**config.mk**
```make
export PLATFORM = sky130hd
export DESIGN_NAME = ssol_ctrl
export DESIGN_NICKNAME = d
export VERILOG_FILES = /design/src/hw/rtl/ssol_pkg.sv /design/src/hw/rtl/ssol_ctrl.sv
export SDC_FILE = /design/constraint.sdc
export NUM_CORES = 1
export LEC_CHECK = 0
export BUFFER_PORTS_ARGS = -buffer_cell sky130_fd_sc_hd__buf_2
export CAP_MARGIN = 20
export CORE_MARGIN = 2
export CORE_UTILIZATION = 29
export CTS_CLUSTER_SIZE = 16
export DETAILED_ROUTE_END_ITERATION = 16
export RECOVER_POWER = 100
export SLEW_MARGIN = 10
export SYNTH_ARGS = -nofsm -noshare
export SYNTH_HDL_FRONTEND = slang
export SYNTH_SLANG_ARGS = --single-unit
```
**constraint.sdc**
```tcl
create_clock -name clk -period 1.8 [get_ports clk]
set_input_delay 0.09 -clock clk [delete_from_list [all_inputs] [get_ports clk]]
set_output_delay 0.09 -clock clk [all_outputs]
set_load 0.05 [all_outputs]
```
**src/hw/rtl/ssol_pkg.sv**
```systemverilog
// ----------------------------------------------------------------------------
// Span slot ownership ledger package
// Shared sizes, opcodes, the span record layout and the control/status
// bundles between the sequencer and the datapath.
// ----------------------------------------------------------------------------
package ssol_pkg;

  localparam int SPAN_COUNT     = 64;
  localparam int MAX_SLOTS      = 512;
  localparam int WORD_BITS      = 64;
  localparam int WORDS_PER_SPAN = (MAX_SLOTS + WORD_BITS - 1) / WORD_BITS;
  localparam int TOTAL_WORDS    = SPAN_COUNT * WORDS_PER_SPAN;

  localparam int SPAN_W  = 6;
  localparam int SLOT_W  = 9;
  localparam int BIT_W   = $clog2(WORD_BITS);
  localparam int WSEL_W  = $clog2(WORDS_PER_SPAN);
  localparam int WORD_AW = $clog2(TOTAL_WORDS);
  localparam int CAP_W   = 10;
  localparam int CNT_W   = 32;
  localparam int TOK_W   = 8;
  localparam int CLS_W   = 8;
  localparam int OP_W    = 3;

  localparam logic [OP_W-1:0] OP_ACQUIRE = 3'd0;
  localparam logic [OP_W-1:0] OP_DRAIN   = 3'd1;
  localparam logic [OP_W-1:0] OP_RETURN  = 3'd2;
  localparam logic [OP_W-1:0] OP_QUERY   = 3'd3;
  localparam logic [OP_W-1:0] OP_RECYCLE = 3'd4;

  typedef struct packed {
    logic [TOK_W-1:0] owner_slot;
    logic [CNT_W-1:0] owner_gen;
    logic [CLS_W-1:0] tag;        // class + 1, zero when unbound
    logic [CAP_W-1:0] capacity;
    logic [CAP_W-1:0] carved;
    logic [CAP_W-1:0] outstanding;
    logic [CNT_W-1:0] drained;
    logic [CNT_W-1:0] rejected;
  } span_rec_t;

  typedef struct packed {
    logic               load;       // capture item, read record and word
    logic               wipe;       // zero one bitmap word, and one record unless wipe_span
    logic               wipe_span;  // wipe inside the latched span only
    logic [WORD_AW-1:0] wipe_idx;
    logic               commit;     // write back record and word
    logic               out_load;   // load the result register
  } ctl_cmd_t;

  typedef struct packed {
    logic recycle_ok;
    logic out_free;
  } dp_status_t;

endpackage

```
**src/hw/rtl/ssol_ctrl.sv**
```systemverilog
// ----------------------------------------------------------------------------
// Span slot ownership ledger sequencer
// Clearing pass after reset, item capture, span wipe on recycle, write-back
// and result hand-off.
// ----------------------------------------------------------------------------
module ssol_ctrl
  import ssol_pkg::*;
(
  input  logic       clk,
  input  logic       rst,
  input  logic       in_valid,
  output logic       in_stall,
  input  dp_status_t status,
  output ctl_cmd_t   cmd
);

  typedef enum logic [2:0] {
    ST_CLEAR,
    ST_IDLE,
    ST_EXEC,
    ST_SWEEP,
    ST_HOLD
  } state_t;

  state_t             state;
  logic [WORD_AW-1:0] cnt;
  logic               sweep_last;

  assign sweep_last = cnt[WSEL_W-1:0] == WSEL_W'(WORDS_PER_SPAN - 1);

  always_comb begin
    cmd           = '0;
    cmd.wipe_idx  = cnt;
    cmd.load      = state == ST_IDLE && in_valid;
    cmd.wipe      = state == ST_CLEAR || state == ST_SWEEP;
    cmd.wipe_span = state == ST_SWEEP;
    cmd.commit    = (state == ST_EXEC && !status.recycle_ok) ||
                    (state == ST_SWEEP && sweep_last);
    cmd.out_load  = status.out_free &&
                    ((state == ST_EXEC && !status.recycle_ok) ||
                     (state == ST_SWEEP && sweep_last) || state == ST_HOLD);
  end

  assign in_stall = state != ST_IDLE;

  always_ff @(posedge clk) begin
    if (rst) begin
      state <= ST_CLEAR;
      cnt   <= '0;
    end else begin
      case (state)
        ST_CLEAR: begin
          cnt <= cnt + WORD_AW'(1);
          if (cnt == WORD_AW'(TOTAL_WORDS - 1)) state <= ST_IDLE;
        end
        ST_IDLE: begin
          cnt <= '0;
          if (in_valid) state <= ST_EXEC;
        end
        ST_EXEC: begin
          if (status.recycle_ok) state <= ST_SWEEP;
          else if (status.out_free) state <= ST_IDLE;
          else state <= ST_HOLD;
        end
        ST_SWEEP: begin
          cnt <= cnt + WORD_AW'(1);
          if (sweep_last) state <= status.out_free ? ST_IDLE : ST_HOLD;
        end
        ST_HOLD: begin
          if (status.out_free) state <= ST_IDLE;
        end
        default: state <= ST_IDLE;
      endcase
    end
  end

endmodule

```
==> results.sh, run 1 <==
export IMPL_worst_slack_ns=0.119
export IMPL_synth_top_area_share=0.329
export IMPL_row_count=18
export IMPL_p_total_uw=494
export IMPL_clockPowerShare=0.334
export IMPL_drt_pre_antenna_iters=4
export IMPL_dpl_worst_slack_ns=0.0922
export IMPL_p_sw_frac=0.267
export IMPL_p_leak_nw=0.345
export IMPL_tns_ns=0
export IMPL_finalCritPeriodShare=0.934
export IMPL_grt_pass1_wl_microns=2590
export IMPL_switchingPower_uw=132
export IMPL_ant_nets=0
export IMPL_die_h_microns=54.2
export IMPL_required_ns=1.71
export IMPL_synth_edf_count=0
export IMPL_hold_viol=0
export IMPL_drv_slew=0
export IMPL_clk_pin_slew_worst_paths_ns=0.07
export IMPL_utilization=0.364
export IMPL_grt_pass1_vias=590
export IMPL_post_cts_buffers=0
export IMPL_ys_seq_area_frac=0.329
export IMPL_clockBufferDepth=2
export IMPL_combPwrFrac=0.102
export IMPL_maxCapViolations=0
export IMPL_worst_setup_path_start_kind="register"
export IMPL_dp_hpwl_microns=1220
export IMPL_io_buffers=19
export IMPL_synth_warnings=0
export IMPL_root_buffer="clkbuf_4"
export IMPL_fin_area_sq_um=886
export IMPL_grt_overflow=0
export IMPL_async_reset_ff_frac=0
export IMPL_syn_mean_instance_area_sq_um=8.58
export IMPL_power_density_nw_per_um2=558
export IMPL_track_usage=0.122
export IMPL_numCtsBuffers=3
export IMPL_antenna_found_initial=0
export IMPL_die_w_microns=54.2
export IMPL_num_nets_final=115
export IMPL_first_iter_violations=17
export IMPL_final_cell_mix="9 x dfxtp_1, 9 x clkbuf_1, 7 x nor2_1, 7 x a21oi_1, 7 x nand2_1"
export IMPL_core_region_area_sq_um=2430
export IMPL_end_kind="output port"
export IMPL_final_setup_skew_ns=0.00248
export IMPL_rr_worst_depth=8
export IMPL_irDropWorstVdd_mv=0.250
export IMPL_ys_top_cells_by_area="dfxtp_1 33%, ha_1 5.1%, a21oi_1 4.8%"
export IMPL_io_pin_count=20
export IMPL_synth_seq_cells=12
export IMPL_clk_latency_ns=0.27
export IMPL_drc_errors=0
export IMPL_min_period_ns=1.68
export IMPL_synthCells=85
export IMPL_num_vias=694
export IMPL_whs_path_depth=2
export IMPL_syn_num_nets=93
export IMPL_layout_drive_gt1_share=0.276
export IMPL_worstMarginPinSlew_ns=0.617
export IMPL_fmax_ghz=0.595
export IMPL_rsz0062_at_grt="false"
export IMPL_crit_fanout=7
export IMPL_seqPwrFrac=0.563
export IMPL_hold_class="input pin to register"
export IMPL_setup_viol=0
export IMPL_via_per_inst=5.14
export IMPL_cts_tree="built"
export IMPL_drt_total_wl_microns=1620
export IMPL_status="finished, final reports clean"
export IMPL_n_antenna_cell=0
export IMPL_wl_per_cell_microns=12.0
export IMPL_synth_top_flop_cell="dfxtp_1"
export IMPL_worstPathArrival_ns=1.59
export IMPL_cts_max_level=1
export IMPL_cts_sinks=12
export IMPL_initial_utilization=0.300
export IMPL_yosysTopAreaCell="dfxtp_1"
export IMPL_die_area_sq_um=2930
export IMPL_critical_path_class="register to output port"
export IMPL_synthDistinctLibCells=39
export IMPL_postPlaceCellArea_sq_um=868
export IMPL_syn_area_sq_um=729
export IMPL_synthToLayoutAreaGrowth_pct=21.4
export IMPL_p_int_uw=362
export IMPL_grt_max_degree=14
export IMPL_place_gp_congestion=0.742
export IMPL_maxSlewHeadroom=0.590
critical path, stage by stage (launching register included):
cell	delay, ns
dfxtp_2	0.42
buf_4	0.18
mux2i_1	0.20
a2bb2oi_1	0.25
nor2b_2	0.06
buf_2	0.21
state kept, by name, indices dropped and copies added, names as in the netlist:
name and flops:
cnt 9, state 3
through the flow:
stage | hold slack (ns) | instances
finish | 0.0511 | 135
global route | 0.0450 | 135
CTS | 0.0355 | 135
detailed placement | 0.328 | 132
global placement | 0.324 | 132
floorplan | 0.162 | 85
power groups by stage:
stage / Sequential (mW) / Combinational [mW] / Clock (mW)
floorplan: 0.304 / 0.0161 / 0
detailed placement: 0.285 / 0.0523 / 0
global route: 0.280 / 0.0558 / 0.182
global placement: 0.284 / 0.0520 / 0
finish: 0.278 / 0.0506 / 0.165
CTS: 0.278 / 0.0525 / 0.171
logic make-up after synthesis:
family / after synthesis / share of synthesized area
simple gates: 38 / 0.285
compound gates: 20 / 0.185
flops: 12 / 0.329
buf+inv: 7 / 0.0549
mux: 4 / 0.0566
fa+ha+maj: 3 / 0.0515
xor+xnor: 1 / 0.0377
layout make-up:
cell class | instances | area [sq um]
Inverter | 1 | 3.75
Multi-Input combinational cell | 66 | 464
Clock buffer | 3 | 22.5
Tap cell | 30 | 37.5
Fill cell | 279 | 1550
Sequential cell | 12 | 244
Timing Repair Buffer | 23 | 114
worst paths after layout:
| check | slack, ns | from | to |
|---|---|---|---|
| worst max-delay path | 0.12 | state[1] | cmd[0] |
| worst min-delay path | 0.05 | status[0] | state[2] |
| worst max register to register | 0.18 | cnt[0] | state[0] |
| worst min register to register | 0.48 | cnt[0] | cnt[0] |
synthesized netlist by cell type (2+ instances only):
master    count
o21ai_0       2
ha_1          3
a21oi_1       7
mux2i_1       3
nand3_1       3
nor2b_1       3
o211ai_1      3
dfxtp_1      12
nor2_1        8
buf_2         2
nand2_1       7
nor3_1        5
metal layers:
| metal | global-route usage | routed length (microns) |
|---|---|---|
| met1 | 0.150 | 715 |
| met3 | 0.0250 | 58 |
| met4 | 0.0625 | 36 |
| met5 | 0 | 0 |
| met2 | 0.199 | 806 |
what timing repair did:
action	in CTS	in global routing
gates resized for setup	0	4
endpoints found under the setup margin	0	3
hold buffers	0	0
Power figures use the tool's default switching activity.
==> run 2: changes to the inputs <==
- CORE_UTILIZATION: 29 -> 49
- PLACE_DENSITY: not set -> 0.75
==> run 2 against run 1 <==
Effect of this change: sequential power barely moved; non-clock buffer count did not move; clock skew fell by 0.00069 ns; global-route usage rose by 7.4 points; cell count fell by 10%; first-iteration DRC count rose by 5.9%; fmax fell by 0.24%; largest cell class unchanged; die area fell by 38%; worst hold slack got worse by 0.022 ns; critical path depth fell by 1; wire length rose by 0.43%; largest power group unchanged; sequential share of layout area barely moved.
==> results.sh, run 2 (synthesis results as in run 1) <==
export IMPL_min_period_ns=1.68
export IMPL_hold_viol=0
export IMPL_clockBufferDepth=2
export IMPL_whs_ns=0.0289
export IMPL_p_sw_frac=0.244
export IMPL_top_register="cnt"
export IMPL_top_regs="cnt: 9 flops, state: 3 flops"
export IMPL_power_density_nw_per_um2=609
export IMPL_irDropWorstVdd_mv=0.281
export IMPL_slowest_stage="or3b_4"
export IMPL_maxSlewHeadroom=0.604
export IMPL_grt_max_degree=15
export IMPL_fmax_ghz=0.594
export IMPL_cts_tree="built"
export IMPL_n_antenna_cell=0
export IMPL_crit_fanout=10
export IMPL_crit_chain="buf_4, or3b_4, nor2_2, clkbuf_4"
export IMPL_met1_usage=0.277
export IMPL_via_per_inst=5.97
export IMPL_regArea_sq_um=244
export IMPL_cp_slowest_stage_delay_ns=0.45
export IMPL_grt_pass1_vias=622
export IMPL_maxCapViolations=0
export IMPL_die_w_microns=42.6
export IMPL_clk_pin_slew_worst_paths_ns=0.07
export IMPL_postPlaceCellArea_sq_um=850
export IMPL_cts_sinks=12
export IMPL_end_kind="output port"
export IMPL_num_vias=722
export IMPL_layout_drive_gt1_share=0.274
export IMPL_first_iter_violations=18
export IMPL_antenna_found_initial=0
export IMPL_synthToLayoutAreaGrowth_pct=21.6
export IMPL_numCtsBuffers=3
export IMPL_drt_pre_antenna_iters=4
export IMPL_core_region_area_sq_um=1350
export IMPL_rsz0062_at_grt="false"
export IMPL_io_pin_count=20
export IMPL_drv_slew=0
export IMPL_grt_busiest_layer="met2"
export IMPL_multi_input_area_sq_um=465
export IMPL_ant_nets=0
export IMPL_track_usage=0.196
export IMPL_worst_slack_ns=0.115
export IMPL_setup_viol=0
export IMPL_row_count=13
export IMPL_drc_errors=0
export IMPL_met2_usage=0.298
export IMPL_status="finished, final reports clean"
export IMPL_p_int_uw=408
export IMPL_cts_max_level=1
export IMPL_final_setup_skew_ns=0.00179
export IMPL_largest_register_ffs=9
export IMPL_grt_overflow=0
export IMPL_required_ns=1.71
export IMPL_die_h_microns=42.6
export IMPL_io_buffers=19
export IMPL_num_nets_final=115
export IMPL_n_fill_cell=119
export IMPL_clk_latency_ns=0.27
export IMPL_gr_usage_met3=0.0647
export IMPL_finalCritPeriodShare=0.936
export IMPL_initial_utilization=0.540
export IMPL_combPwrFrac=0.094
export IMPL_drt_total_wl_microns=1620
export IMPL_root_buffer="clkbuf_4"
export IMPL_critical_path_class="register to output port"
export IMPL_die_area_sq_um=1810
export IMPL_clockPowerShare=0.390
export IMPL_dpl_worst_slack_ns=0.113
export IMPL_worst_setup_path_start_kind="register"
export IMPL_worstMarginPinSlew_ns=0.597
export IMPL_final_cell_mix="9 x dfxtp_1, 9 x clkbuf_1, 7 x nor2_1, 7 x a21oi_1, 7 x nand2_1"
export IMPL_seqPwrFrac=0.515
export IMPL_tns_ns=0
export IMPL_dp_hpwl_microns=1170
export IMPL_worstPathArrival_ns=1.59
export IMPL_hold_class="input pin to register"
export IMPL_place_gp_congestion=0.775
export IMPL_fin_area_sq_um=887
export IMPL_grt_pass1_wl_microns=2770
export IMPL_wl_per_cell_microns=13.4
export IMPL_p_leak_nw=0.352
export IMPL_switchingPower_uw=132
-- run 2: changes by cell type in the layout (fill, tap and decap cells not counted) --
| cell | delta |
|---|---|
| clkbuf_4 | +2 |
| a2111oi_1 | +1 |
| a2111oi_2 | -1 |
| a2bb2oi_1 | -1 |
| a2bb2oi_2 | +1 |
| buf_2 | -1 |
| clkbuf_2 | -1 |
| clkbuf_8 | +1 |
| mux2_1 | +1 |
| mux2_2 | -1 |
-- run 2: critical path, delay by kind of cell, from the launching register on --
| family | cells | cell delay (ns) |
|---|---|---|
| flops | 1 | 0.36 |
| simple gates | 2 | 0.54 |
| buf+inv | 2 | 0.42 |
-- run 2: final cells by class --
class                           instances  area share
Clock buffer                            4      0.0409
Tap cell                               15      0.0212
Inverter                                1     0.00423
Timing Repair Buffer                   23       0.134
Sequential cell                        12       0.275
Multi-Input combinational cell         66       0.525
-- run 2: final timing paths --
kind	end	cells after the start	slack, ns	start
setup / recovery	cmd[13]	4	0.12	state[1]
hold / removal	state[2]	2	0.03	status[0]
setup reg to reg	state[0]	8	0.12	cnt[0]
hold reg to reg	cnt[0]	1	0.47	cnt[0]
-- run 2: layer usage --
layer | wire length [microns] | part of all wire
met5 | 0 | 0
met2 | 719 | 0.44
met4 | 10 | 0.0062
met3 | 88 | 0.054
met1 | 807 | 0.50
-- run 2: power by group through the flow --
stage | sequential (mW) | clock (mW) | combinational (mW)
final | 0.278 | 0.211 | 0.0510
after floorplan | 0.304 | 0 | 0.0161
after global placement | 0.284 | 0 | 0.0518
after global routing | 0.279 | 0.230 | 0.0561
after CTS | 0.278 | 0.219 | 0.0528
after detailed placement | 0.285 | 0 | 0.0526
-- run 2: timing repair --
item | CTS | global route
resized for setup | 1 | 5
endpoints found under the setup margin | 1 | 4
cloned | 0 | 0
hold buffers | 0 | 0
buffers inserted | 0 | 0
-- run 2: stage by stage --
stage,util,total power [mW],instances
2_1_floorplan,-,0.320,85
3_3_place_gp,0.629,0.336,117
3_5_place_dp,0.629,0.337,117
4_1_cts,0.658,0.550,121
5_1_grt,0.657,0.566,121
6_report,0.657,0.540,121
==> run 3: changes to the inputs <==
- CORE_UTILIZATION: 49 -> 50
- CTS_BUF_LIST: not set -> sky130_fd_sc_hd__clkbuf_2 sky130_fd_sc_hd__clkbuf_4 sky130_fd_sc_hd__clkbuf_8
- PLACE_DENSITY: 0.75 -> 0.77
==> run 3 against run 2 <==
Effect of this change: sequential power about the same; power increased by 1.0%; worst hold slack got worse by 0.019 ns; sequential share of layout area increased by 0.68 points; critical endpoint is now state[0]; largest cell class unchanged; highest routed layer unchanged.
==> results.sh, run 3 (synthesis results as in run 1) <==
export IMPL_whs_path_depth=2
export IMPL_rsz0062_at_grt="false"
export IMPL_irDropWorstVdd_mv=0.357
export IMPL_power_density_nw_per_um2=630
export IMPL_required_ns=1.97
export IMPL_first_iter_violations=16
export IMPL_die_w_microns=42.2
export IMPL_io_pin_count=20
export IMPL_hold_viol=0
export IMPL_worstPathArrival_ns=1.89
export IMPL_finalCritPeriodShare=0.957
export IMPL_final_common_cell="dfxtp_1"
export IMPL_num_nets_final=114
export IMPL_via_per_inst=5.70
export IMPL_setup_viol=0
export IMPL_worst_slack_ns=0.0779
export IMPL_initial_utilization=0.547
export IMPL_min_period_ns=1.72
export IMPL_maxCapViolations=0
export IMPL_n_antenna_cell=0
export IMPL_dp_hpwl_microns=1140
export IMPL_grt_overflow=0
export IMPL_row_count=13
export IMPL_clk_latency_ns=0.28
export IMPL_worst_setup_path_start_kind="register"
export IMPL_p_leak_nw=0.347
export IMPL_top_regs="cnt: 9 flops, state: 3 flops"
export IMPL_maxSlewHeadroom=0.606
export IMPL_grt_pass1_vias=545
export IMPL_end_kind="register"
export IMPL_core_region_area_sq_um=1330
export IMPL_postPlaceCellArea_sq_um=842
export IMPL_clk_pin_slew_worst_paths_ns=0.08
export IMPL_grt_pass1_wl_microns=2540
export IMPL_cts_tree="built"
export IMPL_grt_max_degree=15
export IMPL_layout_drive_gt1_share=0.267
export IMPL_cts_hold_buf=0
export IMPL_num_vias=684
export IMPL_largest_register_ffs=9
export IMPL_fin_area_sq_um=866
export IMPL_clockBufferDepth=2
export IMPL_numCtsBuffers=3
export IMPL_drt_pre_antenna_iters=4
export IMPL_drc_errors=0
export IMPL_cts_sinks=12
export IMPL_fin_cells=120
export IMPL_cts_max_level=1
export IMPL_rr_worst_depth=8
export IMPL_wl_per_cell_microns=12.9
export IMPL_status="finished, final reports clean"
export IMPL_crit_fanout=5
export IMPL_dpl_worst_slack_ns=0.0976
export IMPL_fmax_ghz=0.581
export IMPL_ant_nets=0
export IMPL_drv_slew=0
export IMPL_critical_path_class="register to register"
export IMPL_final_setup_skew_ns=0.0113
export IMPL_p_total_uw=545
export IMPL_antenna_found_initial=0
export IMPL_track_usage=0.189
export IMPL_die_area_sq_um=1780
export IMPL_drt_total_wl_microns=1550
export IMPL_worstMarginPinSlew_ns=0.593
export IMPL_die_h_microns=42.2
export IMPL_final_cell_mix="9 x dfxtp_1, 8 x clkbuf_1, 7 x nor2_1, 7 x a21oi_1, 7 x nand2_1"
export IMPL_dp_cells=116
export IMPL_top_register="cnt"
export IMPL_root_buffer="clkbuf_4"
export IMPL_tns_ns=0
export IMPL_synthToLayoutAreaGrowth_pct=18.7
export IMPL_hold_class="input pin to register"
export IMPL_place_gp_congestion=0.831
export IMPL_io_buffers=19
run 3: cell types whose count changed in the layout (fill, tap and decap cells not counted):
| cell | previous run | this run |
|---|---|---|
| a2111oi_0 | 0 | 1 |
| a2111oi_1 | 1 | 0 |
| a2bb2oi_2 | 1 | 0 |
| buf_4 | 4 | 3 |
| clkbuf_2 | 3 | 4 |
| clkbuf_1 | 9 | 8 |
| nor3b_1 | 0 | 1 |
| buf_2 | 5 | 6 |
| mux2_2 | 0 | 1 |
| clkbuf_4 | 5 | 4 |
| mux2_1 | 1 | 0 |
| nor3b_2 | 1 | 0 |
| a2bb2oi_1 | 0 | 1 |
run 3: metrics by stage:
step           hold WS [ns]   util
6_report            0.00972  0.649
5_1_grt             0.00708  0.649
4_1_cts             0.00599  0.659
3_5_place_dp          0.310  0.631
3_3_place_gp          0.304  0.631
2_1_floorplan         0.162      -
run 3: layer usage:
layer	vias to the layer above	GRT usage	wire length [microns]
li1	355	-	-
met2	18	0.280	715
met3	2	0.0776	100
met5	-	0	0
met1	309	0.259	727
met4	0	0.0375	8
run 3: timing repair:
item,CTS,global route
buffers inserted,0,0
endpoints found under the setup margin,0,2
hold endpoints to repair,0,0
resized for setup,0,4
run 3: layout make-up:
class,instances,area (sq um)
clock buffer,4,36.3
fill,122,468
multi-input combinational,66,453
timing repair buffer,22,110
tap,15,18.8
sequential,12,244
inverter,1,3.75
run 3: final timing paths:
| check | start | to | slack, ns |
|---|---|---|---|
| setup / recovery | cnt[0] | state[0] | 0.08 |
| hold / removal | status[0] | state[2] | 0.01 |
| setup reg to reg | cnt[0] | state[0] | 0.08 |
| hold reg to reg | cnt[0] | cnt[0] | 0.47 |
run 3: worst max-delay path, stage by stage (launching register included):
cell	delay, ns
dfxtp_2	0.34
ha_1	0.21
and3_1	0.21
nand3_1	0.13
nor2_1	0.06
ha_1	0.16
nor2b_1	0.12
a2111oi_0	0.29
nor3_1	0.08
run 3: where the power goes:
part	switching, mW	internal (mW)	total, mW	leakage, nW
sequential	0.00607	0.272	0.278	0.0983
clock	0.0939	0.123	0.217	0.0210
combinational	0.0367	0.0134	0.0502	0.228
